### config.mk
export PLATFORM = sky130hd
export DESIGN_NAME = aabb_dcr_ram
export DESIGN_NICKNAME = d
export VERILOG_FILES = /design/src/hw/rtl/aabb_dcr_ram.sv
export SDC_FILE = /design/constraint.sdc
export NUM_CORES = 1
export LEC_CHECK = 0
export BUFFER_PORTS_ARGS = -buffer_cell sky130_fd_sc_hd__buf_2
export CAP_MARGIN = 20
export CORE_MARGIN = 3
export CORE_UTILIZATION = 40
export CTS_CLUSTER_DIAMETER = 60
export DETAILED_ROUTE_END_ITERATION = 8
export HOLD_SLACK_MARGIN = 0.15
export PLACE_DENSITY = 0.63
export SLEW_MARGIN = 20
export SYNTH_ARGS = -nofsm -noshare
export SYNTH_HDL_FRONTEND = slang
export SYNTH_SLANG_ARGS = --single-unit
### constraint.sdc
create_clock -name clk -period 2.5 [get_ports clk]
set_input_delay 0.625 -clock clk [delete_from_list [all_inputs] [get_ports clk]]
set_output_delay 0.625 -clock clk [all_outputs]
set_load 0.05 [all_outputs]
### src/hw/rtl/aabb_dcr_ram.sv
// generic single-port-write, single-port-read ram with registered read data
// no dependencies
`default_nettype none

module aabb_dcr_ram #(
    parameter int WIDTH = 8,
    parameter int DEPTH = 16
) (
    input  wire logic                     clk,
    input  wire logic                     wr_en,
    input  wire logic [$clog2(DEPTH)-1:0] wr_addr,
    input  wire logic [WIDTH-1:0]         wr_data,
    input  wire logic                     rd_en,
    input  wire logic [$clog2(DEPTH)-1:0] rd_addr,
    output logic      [WIDTH-1:0]         rd_data
);

    logic [WIDTH-1:0] mem_reg [DEPTH];
    logic [WIDTH-1:0] rd_data_reg;

    always_ff @(posedge clk)
    begin
        if (wr_en)
        begin
            mem_reg[wr_addr] <= wr_data;
        end
        if (rd_en)
        begin
            rd_data_reg <= mem_reg[rd_addr];
        end
    end

    assign rd_data = rd_data_reg;

endmodule

`default_nettype wire

==> metrics.txt <==
Setup crit start kind primary input; CTS hold repair buffers 0; max frequency 552 MHz; layout cells sized above 1 a little under a third; Synth cell types 18; gpl congestion between 0.7 and 0.8; number of CTS-inserted buffers 17; Final WS setup 0.687 ns; Overflow after GRT 0; worst path cell trace buf_2 > buf_12 > mux4_1 > a22oi_1 > nand2_1; Period minus WS final about 1.8 ns; Via Count 2456; xor/xnor share of the synthesized area 0%; fin. max-slew vios 0; max reg flops 128; Util after Layout roughly half; Fin Setup TNS 0 ns; Post-CTS Setup Inserts 0; Die X around 120 microns; Clock transition at path regs 0.05 ns; Max-Cap Viols 0; DR pass1 iterations 4; Die Area 14500 sq um; sw frac 19.6%; slew margin rel. 69.3%; Syn Inst Count 229; area delta synth->final 20.1%; All-Layer GR Usage 15.0%; I/O pin count 27; Comb power frac 5.1%; mapped cell area approximately 5200 sq um; first-pass GRT wire length 15.3 mm; Final Hold Fails 0; cts repair resizes 0; post-synthesis sequential area ratio about four fifths; Synth Area in Compound Gates 2.30%; actual slew at the worst max-slew pin 0.460 ns; later-pin clock latency in the skew report 0.41 ns; Peak VDD IR 0.000485 V; status complete, no violations; commonest cells after routing, fill and taps aside 136 x edfxtp_1, 26 x buf_2, 19 x buf_4, 18 x mux4_2, 17 x clkbuf_16; Critical Path AT 1.97 ns; RSZ-0062 raised after global routing no; number of remaining DRC errors 0; Inserted Diodes 0; Setup violations, final 0; Starting Density 41.1%; fraction of synthesized area in multiplexers 14.8%; Critical Path Max Stage Delay 0.58 ns; Synth warnings 0; clock tree root buffer cell clkbuf_16; Post-Synth Simple-Gate Area 3.14%; Pint 4320 uW; mean post-synth cell area 22.8 sq um; H-Tree Depth 4; CP max stage cell mux4_1; power per cell area 856 nW/um^2; Worst path top cell family by delay multiplexers; sequential cell fraction of total power between 40% and 50%; Clock Tree Buf Depth 2; pin count of the biggest net entering global routing 33; DRT iter0 DRCs 285; fin crit share 72.5%; Worst Path Required 2.65 ns; Clock Skew between 0.01 and 0.015 ns; Detailed Route WL 9.85 mm; post-synth net total 248; port bufs 26; worst path bufs/invs 2; net switching power ~1100 uW; Hold Path Class primary input to flip-flop; Die Y-Extent 120 microns; Post-DRT Antenna Nets 0; Avg WL per Cell 21.0 microns; CORE AREA 12700 sq um; clock power share 46.8%; CP Capture Type flip-flop; DP Wirelength 6.34 mm; fin nets 304; Avg Vias per Cell 5.23; CP max FO 32; fraction of the mapped netlist area in adder cells 0%; pre-CTS WS 0.242 ns; leak pwr 0.00211 uW; clk sink count 136; CTS tree built; post-synthesis sequential element count about 140; largest family of logic cells by synthesized area multiplexers; critical path class primary input to flip-flop; vias in the first global route 2546; # rows 41; initial antenna violation count 0; most common cell after layout, fill and taps aside edfxtp_1
[final timing paths]
path                                 from                        to  slack (ns)  cells past startpoint
setup / recovery               rd_addr[0]      rd_data[4]$_DFFE_PP_        0.69                      5
setup reg to reg  mem_reg[9][4]$_DFFE_PP_      rd_data[4]$_DFFE_PP_        1.00                      3
hold / removal                 wr_data[4]  mem_reg[12][4]$_DFFE_PP_        0.60                      1
hold reg to reg   mem_reg[6][4]$_DFFE_PP_      rd_data[4]$_DFFE_PP_        0.76                      3
[layout make-up]
| class | count | area [sq um] |
|---|---|---|
| fillers | 1052 | 6440 |
| repair buffers | 47 | 313 |
| clock inverters | 15 | 184 |
| flip-flops and latches | 136 | 4080 |
| multi-input cells | 83 | 1060 |
| well taps | 172 | 215 |
| clock buffers | 17 | 425 |
[routing by layer]
metal / vias to the layer above / share of wire (%) / wire length [microns] / global-route usage (%)
li1: 1096 / - / - / -
met1: 1258 / 45 / 4400 / 20.4
met2: 92 / 47 / 4670 / 22.5
met3: 10 / 6.8 / 670 / 5.00
met4: 0 / 1.2 / 115 / 6.37
met5: - / 0 / 0 / 0
[stage by stage]
| step | cell area, sq um | instances | total power [uW] | hold slack [ns] |
|---|---|---|---|---|
| floorplan | 5230 | 229 | 2800 | 0.705 |
| global placement | 5670 | 438 | 2900 | 0.732 |
| detailed placement | 5670 | 438 | 2910 | 0.745 |
| CTS | 6280 | 470 | 5420 | 0.585 |
| global route | 6280 | 470 | 5550 | 0.606 |
| finish | 6280 | 470 | 5370 | 0.595 |
[Yosys cell counts, drive strengths merged]
| cell type | count | area [sq um] |
|---|---|---|
| a22oi | 16 | 120 |
| and2 | 1 | 6.26 |
| and2b | 1 | 7.51 |
| buf | 7 | 56.3 |
| clkdlybuf4s25 | 3 | 30.0 |
| edfxtp | 136 | 4080 |
| mux4 | 32 | 773 |
| nand2 | 9 | 33.8 |
| nand2b | 2 | 12.5 |
| nand3 | 1 | 5.00 |
| nand3b | 2 | 15.0 |
| nor2 | 13 | 48.8 |
| nor2b | 1 | 6.26 |
| nor3 | 4 | 20.0 |
| or3b | 1 | 8.76 |
[kinds of logic (layout without fill, tap and decap cells)]
group,count (synthesis),after routing
compound gates,16,16
mux,32,32
buf+inv,10,79
flops,136,136
simple gates,35,35
[power by group through the flow]
| stage | Combinational (uW) | Clock [uW] | Sequential (uW) |
|---|---|---|---|
| 4_1_cts | 276 | 2560 | 2580 |
| 3_3_place_gp | 272 | 0 | 2630 |
| 6_report | 272 | 2520 | 2580 |
| 5_1_grt | 295 | 2670 | 2590 |
| 2_1_floorplan | 130 | 0 | 2670 |
| 3_5_place_dp | 275 | 0 | 2630 |
No activity file was read; power rests on OpenSTA's default activity.
